--- config.mk ---
export PLATFORM = sky130hd
export DESIGN_NAME = fat_boot_sector_geometry_check_core
export DESIGN_NICKNAME = d
export VERILOG_FILES = /design/src/fbgc_pkg.sv /design/src/fat_boot_sector_geometry_check_core.sv /design/src/fbgc_decode.sv /design/src/fbgc_area.sv /design/src/fbgc_classify.sv /design/src/fbgc_fatchk.sv
export VERILOG_INCLUDE_DIRS = /design/src /design/src/src
export SDC_FILE = /design/constraint.sdc
export NUM_CORES = 2
export LEC_CHECK = 0
export ABC_AREA = 0
export BUFFER_PORTS_ARGS = -buffer_cell sky130_fd_sc_hd__clkbuf_2
export CAP_MARGIN = 30
export CORE_ASPECT_RATIO = 1.1
export CORE_MARGIN = 5
export CORE_UTILIZATION = 42
export CTS_CLUSTER_DIAMETER = 80
export CTS_CLUSTER_SIZE = 8
export DETAILED_ROUTE_END_ITERATION = 10
export PLACE_DENSITY_LB_ADDON = 0.12
export SKIP_LAST_GASP = 1
export SYNTH_ARGS = -nofsm -noshare
export SYNTH_HDL_FRONTEND = slang
export SYNTH_HIERARCHICAL = 1
export SYNTH_SLANG_ARGS = --single-unit
export TNS_END_PERCENT = 1
--- constraint.sdc ---
create_clock -name clk -period 7.1 [get_ports clk]
set_input_delay 0.71 -clock clk [delete_from_list [all_inputs] [get_ports clk]]
set_output_delay 0.71 -clock clk [all_outputs]
set_load 0.03 [all_outputs]
--- src/fat_boot_sector_geometry_check_core_assert.svh ---
// ----------------------------------------------------------------------------
// FAT boot sector geometry check - assertion macros
// Property shorthands used by the core. They sample on clk and are disabled
// while arst_n is low.
// ----------------------------------------------------------------------------
`ifndef FAT_BOOT_SECTOR_GEOMETRY_CHECK_CORE_ASSERT_SVH
`define FAT_BOOT_SECTOR_GEOMETRY_CHECK_CORE_ASSERT_SVH

// same-cycle implication
`define FBGC_ASSERT_NOW(lbl, ante, cons, msg) \
	lbl: assert property (@(posedge clk) disable iff (!arst_n) (ante) |-> (cons)) \
		else $error(msg);

// next-cycle implication
`define FBGC_ASSERT_NEXT(lbl, ante, cons, msg) \
	lbl: assert property (@(posedge clk) disable iff (!arst_n) (ante) |=> (cons)) \
		else $error(msg);

`endif

--- src/fbgc_pkg.sv ---
// ----------------------------------------------------------------------------
// fbgc_pkg
// Types and constants shared by the FAT boot sector geometry check pipeline.
// ----------------------------------------------------------------------------
package fbgc_pkg;

	// cluster count limits per FAT type
	localparam logic [31:0] MAX_FAT12 = 32'h0000_0FF5;
	localparam logic [31:0] MAX_FAT16 = 32'h0000_FFF5;
	localparam logic [31:0] MAX_FAT32 = 32'h0FFF_FFF5;

	// physical sector size after reset
	localparam logic [12:0] SECTOR_SIZE_RESET = 13'd512;

	typedef enum logic [1:0] {
		ST_OK      = 2'd0,
		ST_INVALID = 2'd1,
		ST_NO_FS   = 2'd2
	} status_t;

	typedef enum logic [1:0] {
		FT_NONE  = 2'd0,
		FT_FAT12 = 2'd1,
		FT_FAT16 = 2'd2,
		FT_FAT32 = 2'd3
	} fat_type_t;

	// decoded boot sector record
	typedef struct packed {
		logic [15:0] bpb_sector_size;
		logic [7:0]  sectors_per_cluster;
		logic [15:0] reserved_sectors;
		logic [7:0]  fat_copies;
		logic [15:0] root_entries;
		logic [15:0] total_sectors_small;
		logic [15:0] fat_size_small;
		logic [31:0] fat_size_large;
		logic [31:0] total_sectors_large;
		logic [31:0] root_cluster;
		logic [31:0] volume_base;
	} bpb_t;

	// after field checks and selection
	typedef struct packed {
		logic        ok;
		logic [3:0]  sshift;
		logic [2:0]  cshift;
		logic [31:0] total;
		logic [31:0] fsz;
		logic [32:0] fat_area;
		logic [11:0] root_sec;
		logic [15:0] rsv;
		logic [31:0] fstart;
		logic [31:0] vbase;
		logic [31:0] rclu;
		logic        roots_nz;
	} dec_t;

	// after system area subtraction
	typedef struct packed {
		logic        ok;
		logic [3:0]  sshift;
		logic [2:0]  cshift;
		logic        underflow;
		logic [31:0] diff;
		logic [31:0] fsz;
		logic [31:0] fstart;
		logic [31:0] dstart;
		logic [31:0] rbase;
		logic [31:0] rclu;
		logic        roots_nz;
	} area_t;

	// after root rule and FAT size requirement
	typedef struct packed {
		logic        ok;
		logic [3:0]  sshift;
		status_t     status;
		fat_type_t   fat_type;
		logic [31:0] count;
		logic [31:0] entries;
		logic [31:0] fsz;
		logic [31:0] fstart;
		logic [31:0] dstart;
		logic [31:0] rstart;
		logic [33:0] need;
	} chk_t;

	// final result
	typedef struct packed {
		status_t     status;
		fat_type_t   fat_type;
		logic [31:0] cluster_count;
		logic [31:0] fat_entries;
		logic [31:0] fat_sectors;
		logic [31:0] fat_start;
		logic [31:0] data_start;
		logic [31:0] root_start;
	} res_t;

endpackage

--- src/fat_boot_sector_geometry_check_core.sv ---
// ----------------------------------------------------------------------------
// fat_boot_sector_geometry_check_core
// Checks one decoded FAT boot sector per transfer and returns volume layout.
//
// Channel   Dir  Handshake                     Payload
// s_axis    in   s_axis_tvalid/s_axis_tready   tdata: boot sector fields
// m_axis    out  m_axis_tvalid/m_axis_tready   tdata: layout, tuser: status/type
// cfg       in   cfg_valid/cfg_ready           cfg_data: physical sector size
//
// Six register stages; one transfer per cycle in, one per cycle out, while
// m_axis_tready is high. Each stage has its own ready, so a
// stalled output fills empty stages before the input stalls. Reset empties
// the pipeline and sets the sector size to 512. cfg_ready is always high.
// ----------------------------------------------------------------------------
`include "fat_boot_sector_geometry_check_core_assert.svh"

module fat_boot_sector_geometry_check_core (
	input  logic         clk,
	input  logic         arst_n,
	// input record
	input  logic         s_axis_tvalid,
	output logic         s_axis_tready,
	// bpb_sector_size, sectors_per_cluster, reserved_sectors, fat_copies,
	// root_entries, total_sectors_small, fat_size_small, fat_size_large,
	// total_sectors_large, root_cluster, volume_base
	input  logic [223:0] s_axis_tdata,
	// result
	output logic         m_axis_tvalid,
	input  logic         m_axis_tready,
	// cluster_count, fat_entries, fat_sectors, fat_start, data_start, root_start
	output logic [191:0] m_axis_tdata,
	// status, fat_type
	output logic [3:0]   m_axis_tuser,
	// sector size register
	input  logic         cfg_valid,
	output logic         cfg_ready,
	input  logic [12:0]  cfg_data
);

	logic [12:0]     sector_size_q;
	fbgc_pkg::bpb_t  bpb;
	fbgc_pkg::dec_t  dec;
	fbgc_pkg::area_t area;
	fbgc_pkg::chk_t  chk;
	fbgc_pkg::res_t  res;
	logic            dec_valid, dec_ready;
	logic            area_valid, area_ready;
	logic            chk_valid, chk_ready;

	// configuration register
	assign cfg_ready = 1'b1;

	always_ff @(posedge clk or negedge arst_n) begin
		if (!arst_n) begin
			sector_size_q <= fbgc_pkg::SECTOR_SIZE_RESET;
		end else if (cfg_valid && cfg_ready) begin
			sector_size_q <= cfg_data;
		end
	end

	// unpack input fields
	assign bpb.bpb_sector_size     = s_axis_tdata[15:0];
	assign bpb.sectors_per_cluster = s_axis_tdata[23:16];
	assign bpb.reserved_sectors    = s_axis_tdata[39:24];
	assign bpb.fat_copies          = s_axis_tdata[47:40];
	assign bpb.root_entries        = s_axis_tdata[63:48];
	assign bpb.total_sectors_small = s_axis_tdata[79:64];
	assign bpb.fat_size_small      = s_axis_tdata[95:80];
	assign bpb.fat_size_large      = s_axis_tdata[127:96];
	assign bpb.total_sectors_large = s_axis_tdata[159:128];
	assign bpb.root_cluster        = s_axis_tdata[191:160];
	assign bpb.volume_base         = s_axis_tdata[223:192];

	fbgc_decode u_decode (
		.clk         (clk),
		.arst_n      (arst_n),
		.in_valid    (s_axis_tvalid),
		.in_ready    (s_axis_tready),
		.in_bpb      (bpb),
		.sector_size (sector_size_q),
		.out_valid   (dec_valid),
		.out_ready   (dec_ready),
		.out_dec     (dec)
	);

	fbgc_area u_area (
		.clk       (clk),
		.arst_n    (arst_n),
		.in_valid  (dec_valid),
		.in_ready  (dec_ready),
		.in_dec    (dec),
		.out_valid (area_valid),
		.out_ready (area_ready),
		.out_area  (area)
	);

	fbgc_classify u_classify (
		.clk       (clk),
		.arst_n    (arst_n),
		.in_valid  (area_valid),
		.in_ready  (area_ready),
		.in_area   (area),
		.out_valid (chk_valid),
		.out_ready (chk_ready),
		.out_chk   (chk)
	);

	fbgc_fatchk u_fatchk (
		.clk       (clk),
		.arst_n    (arst_n),
		.in_valid  (chk_valid),
		.in_ready  (chk_ready),
		.in_chk    (chk),
		.out_valid (m_axis_tvalid),
		.out_ready (m_axis_tready),
		.out_res   (res)
	);

	// pack result
	assign m_axis_tdata = {res.root_start, res.data_start, res.fat_start,
	                       res.fat_sectors, res.fat_entries, res.cluster_count};
	assign m_axis_tuser = {res.fat_type, res.status};

	// checks
	`FBGC_ASSERT_NOW(a_ok_has_type, m_axis_tvalid && res.status == fbgc_pkg::ST_OK, res.fat_type != fbgc_pkg::FT_NONE && res.cluster_count != 32'd0, "ok result without FAT type or clusters")
	`FBGC_ASSERT_NOW(a_entries_sum, m_axis_tvalid && res.fat_type != fbgc_pkg::FT_NONE, res.fat_entries == res.cluster_count + 32'd2, "fat_entries is not cluster count plus two")
	`FBGC_ASSERT_NOW(a_no_type_no_root, m_axis_tvalid && res.fat_type == fbgc_pkg::FT_NONE, res.root_start == 32'd0 && res.status != fbgc_pkg::ST_OK, "root start set without FAT type")
	`FBGC_ASSERT_NEXT(a_cfg_write, cfg_valid && cfg_ready, sector_size_q == $past(cfg_data), "sector size register missed a write")

endmodule

--- src/fbgc_decode.sv ---
// ----------------------------------------------------------------------------
// fbgc_decode
// Stage 1: field checks, sector and cluster shifts, 16/32-bit field picks.
// ----------------------------------------------------------------------------
module fbgc_decode (
	input  logic           clk,
	input  logic           arst_n,
	input  logic           in_valid,
	output logic           in_ready,
	input  fbgc_pkg::bpb_t in_bpb,
	input  logic [12:0]    sector_size,
	output logic           out_valid,
	input  logic           out_ready,
	output fbgc_pkg::dec_t out_dec
);

	logic           valid_s1;
	fbgc_pkg::dec_t dec_s1;
	fbgc_pkg::dec_t dec_d;
	logic           ss_ok;
	logic [3:0]     sshift;
	logic [2:0]     eshift;
	logic [15:0]    root_mask;
	logic           spc_ok;
	logic           copies_ok;
	logic [2:0]     cshift;
	logic [31:0]    fsz;

	// checks and field selection
	always_comb begin
		ss_ok  = 1'b1;
		sshift = 4'd9;
		case (sector_size)
			13'd512:  sshift = 4'd9;
			13'd1024: sshift = 4'd10;
			13'd2048: sshift = 4'd11;
			13'd4096: sshift = 4'd12;
			default: begin
				ss_ok  = 1'b0;
				sshift = 4'd9;
			end
		endcase
		// 32-byte directory entries: entries per sector = 2^(sshift-5)
		eshift    = 3'(sshift - 4'd5);
		root_mask = (16'd1 << eshift) - 16'd1;

		spc_ok = (in_bpb.sectors_per_cluster != 8'd0) &&
			((in_bpb.sectors_per_cluster & (in_bpb.sectors_per_cluster - 8'd1)) == 8'd0);
		copies_ok = (in_bpb.fat_copies == 8'd1) || (in_bpb.fat_copies == 8'd2);

		// highest set bit of the cluster size
		cshift = 3'd0;
		for (int i = 0; i < 8; i++) begin
			if (in_bpb.sectors_per_cluster[i]) cshift = 3'(i);
		end

		fsz = (in_bpb.fat_size_small != 16'd0) ? {16'd0, in_bpb.fat_size_small}
		                                       : in_bpb.fat_size_large;

		dec_d.ok = ss_ok && (in_bpb.bpb_sector_size == {3'd0, sector_size}) &&
			copies_ok && spc_ok && ((in_bpb.root_entries & root_mask) == 16'd0) &&
			(in_bpb.reserved_sectors != 16'd0);
		dec_d.sshift   = sshift;
		dec_d.cshift   = cshift;
		dec_d.total    = (in_bpb.total_sectors_small != 16'd0) ?
			{16'd0, in_bpb.total_sectors_small} : in_bpb.total_sectors_large;
		dec_d.fsz      = fsz;
		dec_d.fat_area = (in_bpb.fat_copies == 8'd2) ? {fsz, 1'b0} : {1'b0, fsz};
		dec_d.root_sec = 12'(in_bpb.root_entries >> eshift);
		dec_d.rsv      = in_bpb.reserved_sectors;
		dec_d.fstart   = in_bpb.volume_base + {16'd0, in_bpb.reserved_sectors};
		dec_d.vbase    = in_bpb.volume_base;
		dec_d.rclu     = in_bpb.root_cluster;
		dec_d.roots_nz = (in_bpb.root_entries != 16'd0);
	end

	assign in_ready = !valid_s1 || out_ready;

	// stage valid
	always_ff @(posedge clk or negedge arst_n) begin
		if (!arst_n) begin
			valid_s1 <= 1'b0;
		end else if (in_ready) begin
			valid_s1 <= in_valid;
		end
	end

	// stage payload
	always_ff @(posedge clk) begin
		if (in_valid && in_ready) begin
			dec_s1 <= dec_d;
		end
	end

	assign out_valid = valid_s1;
	assign out_dec   = dec_s1;

endmodule

--- src/fbgc_area.sv ---
// ----------------------------------------------------------------------------
// fbgc_area
// Stages 2-3: system area sum, then total minus system area and base sums.
// ----------------------------------------------------------------------------
module fbgc_area (
	input  logic            clk,
	input  logic            arst_n,
	input  logic            in_valid,
	output logic            in_ready,
	input  fbgc_pkg::dec_t  in_dec,
	output logic            out_valid,
	input  logic            out_ready,
	output fbgc_pkg::area_t out_area
);

	logic            valid_s2;
	logic            valid_s3;
	logic            rdy_s3;
	fbgc_pkg::dec_t  dec_s2;
	logic [33:0]     sys_s2;
	fbgc_pkg::area_t area_s3;
	fbgc_pkg::area_t area_d;
	logic [34:0]     diff;

	// total minus system area, borrow marks underflow
	always_comb begin
		diff = {3'd0, dec_s2.total} - {1'b0, sys_s2};
		area_d.ok        = dec_s2.ok;
		area_d.sshift    = dec_s2.sshift;
		area_d.cshift    = dec_s2.cshift;
		area_d.underflow = diff[34];
		area_d.diff      = diff[31:0];
		area_d.fsz       = dec_s2.fsz;
		area_d.fstart    = dec_s2.fstart;
		area_d.dstart    = dec_s2.vbase + sys_s2[31:0];
		area_d.rbase     = dec_s2.fstart + dec_s2.fat_area[31:0];
		area_d.rclu      = dec_s2.rclu;
		area_d.roots_nz  = dec_s2.roots_nz;
	end

	assign rdy_s3   = !valid_s3 || out_ready;
	assign in_ready = !valid_s2 || rdy_s3;

	// stage valids
	always_ff @(posedge clk or negedge arst_n) begin
		if (!arst_n) begin
			valid_s2 <= 1'b0;
			valid_s3 <= 1'b0;
		end else begin
			if (in_ready) valid_s2 <= in_valid;
			if (rdy_s3)   valid_s3 <= valid_s2;
		end
	end

	// stage payloads
	always_ff @(posedge clk) begin
		if (in_valid && in_ready) begin
			dec_s2 <= in_dec;
			sys_s2 <= 34'(in_dec.rsv) + 34'(in_dec.fat_area) + 34'(in_dec.root_sec);
		end
		if (valid_s2 && rdy_s3) begin
			area_s3 <= area_d;
		end
	end

	assign out_valid = valid_s3;
	assign out_area  = area_s3;

endmodule

--- src/fbgc_classify.sv ---
// ----------------------------------------------------------------------------
// fbgc_classify
// Stages 4-5: cluster count and FAT type, then root rule and FAT size need.
// ----------------------------------------------------------------------------
module fbgc_classify (
	input  logic            clk,
	input  logic            arst_n,
	input  logic            in_valid,
	output logic            in_ready,
	input  fbgc_pkg::area_t in_area,
	output logic            out_valid,
	input  logic            out_ready,
	output fbgc_pkg::chk_t  out_chk
);

	typedef struct packed {
		logic                ok;
		logic [3:0]          sshift;
		fbgc_pkg::fat_type_t fat_type;
		logic [31:0]         count;
		logic [32:0]         entries;
		logic [31:0]         fsz;
		logic [31:0]         fstart;
		logic [31:0]         dstart;
		logic [31:0]         rbase;
		logic [31:0]         rclu;
		logic                roots_nz;
	} cls_t;

	logic           valid_s4;
	logic           valid_s5;
	logic           rdy_s5;
	cls_t           cls_s4;
	cls_t           cls_d;
	fbgc_pkg::chk_t chk_s5;
	fbgc_pkg::chk_t chk_d;
	logic [31:0]    count;
	logic           root_fail;
	logic [33:0]    three_e;

	// cluster count and type
	always_comb begin
		count = in_area.underflow ? 32'd0 : (in_area.diff >> in_area.cshift);
		cls_d.ok     = in_area.ok;
		cls_d.sshift = in_area.sshift;
		cls_d.count  = count;
		if ((count == 32'd0) || (count > fbgc_pkg::MAX_FAT32)) begin
			cls_d.fat_type = fbgc_pkg::FT_NONE;
		end else if (count <= fbgc_pkg::MAX_FAT12) begin
			cls_d.fat_type = fbgc_pkg::FT_FAT12;
		end else if (count <= fbgc_pkg::MAX_FAT16) begin
			cls_d.fat_type = fbgc_pkg::FT_FAT16;
		end else begin
			cls_d.fat_type = fbgc_pkg::FT_FAT32;
		end
		cls_d.entries  = 33'(count) + 33'd2;
		cls_d.fsz      = in_area.fsz;
		cls_d.fstart   = in_area.fstart;
		cls_d.dstart   = in_area.dstart;
		cls_d.rbase    = in_area.rbase;
		cls_d.rclu     = in_area.rclu;
		cls_d.roots_nz = in_area.roots_nz;
	end

	// root rule, root base and bytes of FAT needed
	always_comb begin
		three_e   = 34'({cls_s4.entries, 1'b0}) + 34'(cls_s4.entries);
		root_fail = 1'b0;
		chk_d.rstart = 32'd0;
		chk_d.need   = 34'(cls_s4.entries);
		case (cls_s4.fat_type)
			fbgc_pkg::FT_FAT32: begin
				root_fail = cls_s4.roots_nz;
				if (!cls_s4.roots_nz) begin
					chk_d.rstart = cls_s4.rclu;
					chk_d.need   = {cls_s4.entries[31:0], 2'b00};
				end
			end
			fbgc_pkg::FT_FAT16: begin
				root_fail = !cls_s4.roots_nz;
				if (cls_s4.roots_nz) begin
					chk_d.rstart = cls_s4.rbase;
					chk_d.need   = 34'({cls_s4.entries, 1'b0});
				end
			end
			fbgc_pkg::FT_FAT12: begin
				root_fail = !cls_s4.roots_nz;
				if (cls_s4.roots_nz) begin
					chk_d.rstart = cls_s4.rbase;
					// 1.5 bytes per entry, odd count rounds up
					chk_d.need   = (three_e >> 1) + 34'(cls_s4.entries[0]);
				end
			end
			default: begin
				root_fail = 1'b0;
			end
		endcase

		if (root_fail) begin
			chk_d.status = fbgc_pkg::ST_NO_FS;
		end else if (cls_s4.fat_type == fbgc_pkg::FT_NONE) begin
			chk_d.status = fbgc_pkg::ST_INVALID;
		end else begin
			chk_d.status = fbgc_pkg::ST_OK;
		end
		chk_d.ok       = cls_s4.ok;
		chk_d.sshift   = cls_s4.sshift;
		chk_d.fat_type = cls_s4.fat_type;
		chk_d.count    = cls_s4.count;
		chk_d.entries  = cls_s4.entries[31:0];
		chk_d.fsz      = cls_s4.fsz;
		chk_d.fstart   = cls_s4.fstart;
		chk_d.dstart   = cls_s4.dstart;
	end

	assign rdy_s5   = !valid_s5 || out_ready;
	assign in_ready = !valid_s4 || rdy_s5;

	// stage valids
	always_ff @(posedge clk or negedge arst_n) begin
		if (!arst_n) begin
			valid_s4 <= 1'b0;
			valid_s5 <= 1'b0;
		end else begin
			if (in_ready) valid_s4 <= in_valid;
			if (rdy_s5)   valid_s5 <= valid_s4;
		end
	end

	// stage payloads
	always_ff @(posedge clk) begin
		if (in_valid && in_ready) begin
			cls_s4 <= cls_d;
		end
		if (valid_s4 && rdy_s5) begin
			chk_s5 <= chk_d;
		end
	end

	assign out_valid = valid_s5;
	assign out_chk   = chk_s5;

endmodule

--- src/fbgc_fatchk.sv ---
// ----------------------------------------------------------------------------
// fbgc_fatchk
// Stage 6: round FAT need up to sectors, final status, output register.
// ----------------------------------------------------------------------------
module fbgc_fatchk (
	input  logic           clk,
	input  logic           arst_n,
	input  logic           in_valid,
	output logic           in_ready,
	input  fbgc_pkg::chk_t in_chk,
	output logic           out_valid,
	input  logic           out_ready,
	output fbgc_pkg::res_t out_res
);

	logic           valid_s6;
	fbgc_pkg::res_t res_s6;
	fbgc_pkg::res_t res_d;
	logic [33:0]    mask;
	logic [33:0]    need_sec;
	logic           fat_small;

	// ceil(need / sector size) against the FAT size
	always_comb begin
		mask      = (34'd1 << in_chk.sshift) - 34'd1;
		need_sec  = (in_chk.need >> in_chk.sshift) + 34'(|(in_chk.need & mask));
		fat_small = {2'd0, in_chk.fsz} < need_sec;

		if (!in_chk.ok) begin
			res_d               = '0;
			res_d.status        = fbgc_pkg::ST_INVALID;
		end else begin
			res_d.status        = fat_small ? fbgc_pkg::ST_INVALID : in_chk.status;
			res_d.fat_type      = in_chk.fat_type;
			res_d.cluster_count = in_chk.count;
			res_d.fat_entries   = in_chk.entries;
			res_d.fat_sectors   = in_chk.fsz;
			res_d.fat_start     = in_chk.fstart;
			res_d.data_start    = in_chk.dstart;
			res_d.root_start    = in_chk.rstart;
		end
	end

	assign in_ready = !valid_s6 || out_ready;

	// output valid
	always_ff @(posedge clk or negedge arst_n) begin
		if (!arst_n) begin
			valid_s6 <= 1'b0;
		end else if (in_ready) begin
			valid_s6 <= in_valid;
		end
	end

	// output payload
	always_ff @(posedge clk) begin
		if (in_valid && in_ready) begin
			res_s6 <= res_d;
		end
	end

	assign out_valid = valid_s6;
	assign out_res   = res_s6;

endmodule
==> results.ini <==
[die]
die_y_um=414.8
ios=441
core_area_um2=148000
start_util=0.4229
die-width_um=378.0
rows=148
die_area_um2=156800

[timing]
rsz0062_at_grt=no
min_period_ns=6.252
worst_slack_ns=0.8482
maxSlewViolCount=0
fin_skew_ns=0.05220
tns_ns=0
setup_viol_count_final=0
worstMarginPinSlew_ns=1.079
max_slew_margin=0.2807
post-route-period-util=0.8805
hold_viol=0
fmax_mhz=160.0

[flow_run]
cap_viol_max_count=0

[critical_path]
critical-path-max-stage-delay_ns=0.69
worst-path-buf-inv=4
critPathTopFamily=compound AO/OA/AOI/OAI gates
r2r_slack_ns=0.85
cp-end-kind=flop
worstPathRequired_ns=7.63
path_class=reg2reg
r2r_start=u_classify/out_chk[231]
critPathSlowestCell=edfxtp_1
crit_fanout=18
crit_path_start_kind=flop
crit_path_start=u_classify/out_chk[231]
cp.arrival_ns=6.79

[clock_tree]
clock_path_buffers=3
post-cts-setup-buffers=0
htreeDepth=4
cts-root-buf=clkbuf_16
cts-buffers-inserted=187
clk_pin_slew_ns=0.05
cts_resized=0
ctsHoldBuffers=8
numClockSinks=1347
clkLatencyLatePin_ns=0.83
cts_tree=done

[finish]
seq_area_um2=40360
syn_to_final_growth_pct=15.49
multiInputGateArea_um2=20910
fin_util=0.4883
final_layout_size_suffix_gt1_frac=0.1742
n_fill_cell=13009
nets=5489

[detailed_routing]
initialDrtViolationCount=3189
final_antenna_net_count=0
drc=0
post_drt_wl_per_cell_um=24.13
via_per_inst=5.504
wirelength_um=169400
first_pass_iters=6
num_vias=38645

[yosys]
synth_common_cells=1328 x edfxtp_1, 296 x nand2_1, 262 x and2_1
syn_area_um2=62560
syn_avg_cell_area_um2=13.88
yosysSeqAreaShare=0.6450
ys_warn_count=6
syn-instance-count=4508
ys_top_cells_by_area=edfxtp_1 64%, ha_1 4.1%, and2_1 2.6%
yosysTopAreaCellShare=0.6374
synth-edff-count=1328
ys_types=118
async_flop_share=0.01411
synth_seq_cells=1347
synthesis.nets=4975
synthFlopType=edfxtp_1
yosys.area.top_type=edfxtp_1
yosys.cell_count.top_type=edfxtp_1

[placement]
pre_cts_slack_ns=0.8777
gp_congestion=0.8786
io_buffers=439
hpwl_um=125000

[power]
p_leak_uw=0.02759
p_per_area_nw_per_um2=374.3
vdd_ir_drop_max_mv=0.2008
power.total_uw=27050

[global_routing]
antenna_found_initial=31
grt_pass1_wl_um=251400
grt_max_degree=128
track_usage=0.2148
grt_pass1_vias=39136
grt-ovfl-total=0

[hold_path]
worstHoldStart=s_axis_tdata[188]
hold_class=in2reg

[status]
status=complete, no violations

==> metrics by stage <==
| stage | instances | area (µm²) | hold WS [ns] |
|---|---|---|---|
| after detailed placement | 6774 | 66950 | 0.4045 |
| after global placement | 6772 | 66940 | 0.4007 |
| final | 7021 | 72250 | 0.07146 |
| after floorplan | 4508 | 62570 | 0.4003 |
| after global routing | 7007 | 72220 | 0.01699 |
| after CTS | 7006 | 72210 | 0.001004 |
==> final cells by class <==
class                      count  area share
clock buffer                 206     0.06575
antenna                       14   0.0004849
multi-input combinational   2841      0.2894
clock inverter                18    0.005905
tap                         1950     0.03377
timing repair buffer         508     0.03907
sequential                  1347      0.5585
inverter                     137    0.007134
==> cells by family (layout without fill, tap and decap cells) <==
| kind of cell | Yosys count | after routing | synth area share |
|---|---|---|---|
| adders and majority gates | 225 | 225 | 0.04716 |
| AOI/OAI and AO/OA | 876 | 876 | 0.09545 |
| and+or+nand+nor | 1248 | 1248 | 0.1047 |
| buffers and inverters | 320 | 869 | 0.02126 |
| other | 2 | 16 | 0.0001200 |
| muxes | 221 | 221 | 0.04820 |
| xor gates and xnor gates | 269 | 269 | 0.03808 |
| DFF | 1347 | 1347 | 0.6450 |
==> power by group <==
group / switching (µW) / internal [µW] / total (µW)
Clock: 3230 / 4740 / 7960
Combinational: 4410 / 2600 / 7010
Sequential: 1130 / 10900 / 12100
==> registers in the layout (all words and copies together), names as in the netlist, 34 cells and up <==
register,count
u_area/dec_s2,96
u_classify/cls_s4,66
u_area/sys_s2,34
u_decode/out_dec,229
u_classify/chk_d,166
u_area/out_area,202
u_fatchk/out_res,196
u_classify/out_chk,234
u_area/area_d,105
==> per-layer routing <==
metal  global-route usage  wire length [µm]  up-vias  share of wire
met3              0.05842             11900      237          0.070
li1                     -                 -    18173              -
met4              0.06669              4771       10          0.028
met5                    0                78        -        0.00046
met1               0.2781             70890    19057           0.42
met2               0.3535             81780     1168           0.48
==> worst paths after layout <==
| check | endpoint | cells past startpoint |
|---|---|---|
| worst max-delay path | u_fatchk/out_res[195] | 29 |
| worst min-delay path | u_decode/out_dec[29] | 1 |
| worst max register to register | u_fatchk/out_res[195] | 29 |
| worst min register to register | u_classify/chk_d[95] | 0 |
| max in group asynchronous | sector_size_q[9] | 2 |
| min in group asynchronous | sector_size_q[10] | 2 |
==> cell usage in the layout, fill, tap and decap left out, types with 63 or more instances in the layout <==
cell type and instances:
clkbuf_16 187, edfxtp_1 1328, inv_1 132, a21oi_1 227
clkbuf_2 439, ha_1 206, and2_1 255, nor2_1 242
xor2_1 102, nor3_1 63, mux2i_1 110, nand2_1 296
nand3_1 86, a21o_1 108, xnor2_1 165, o21ai_0 148
(Power assumes the default switching activity.)
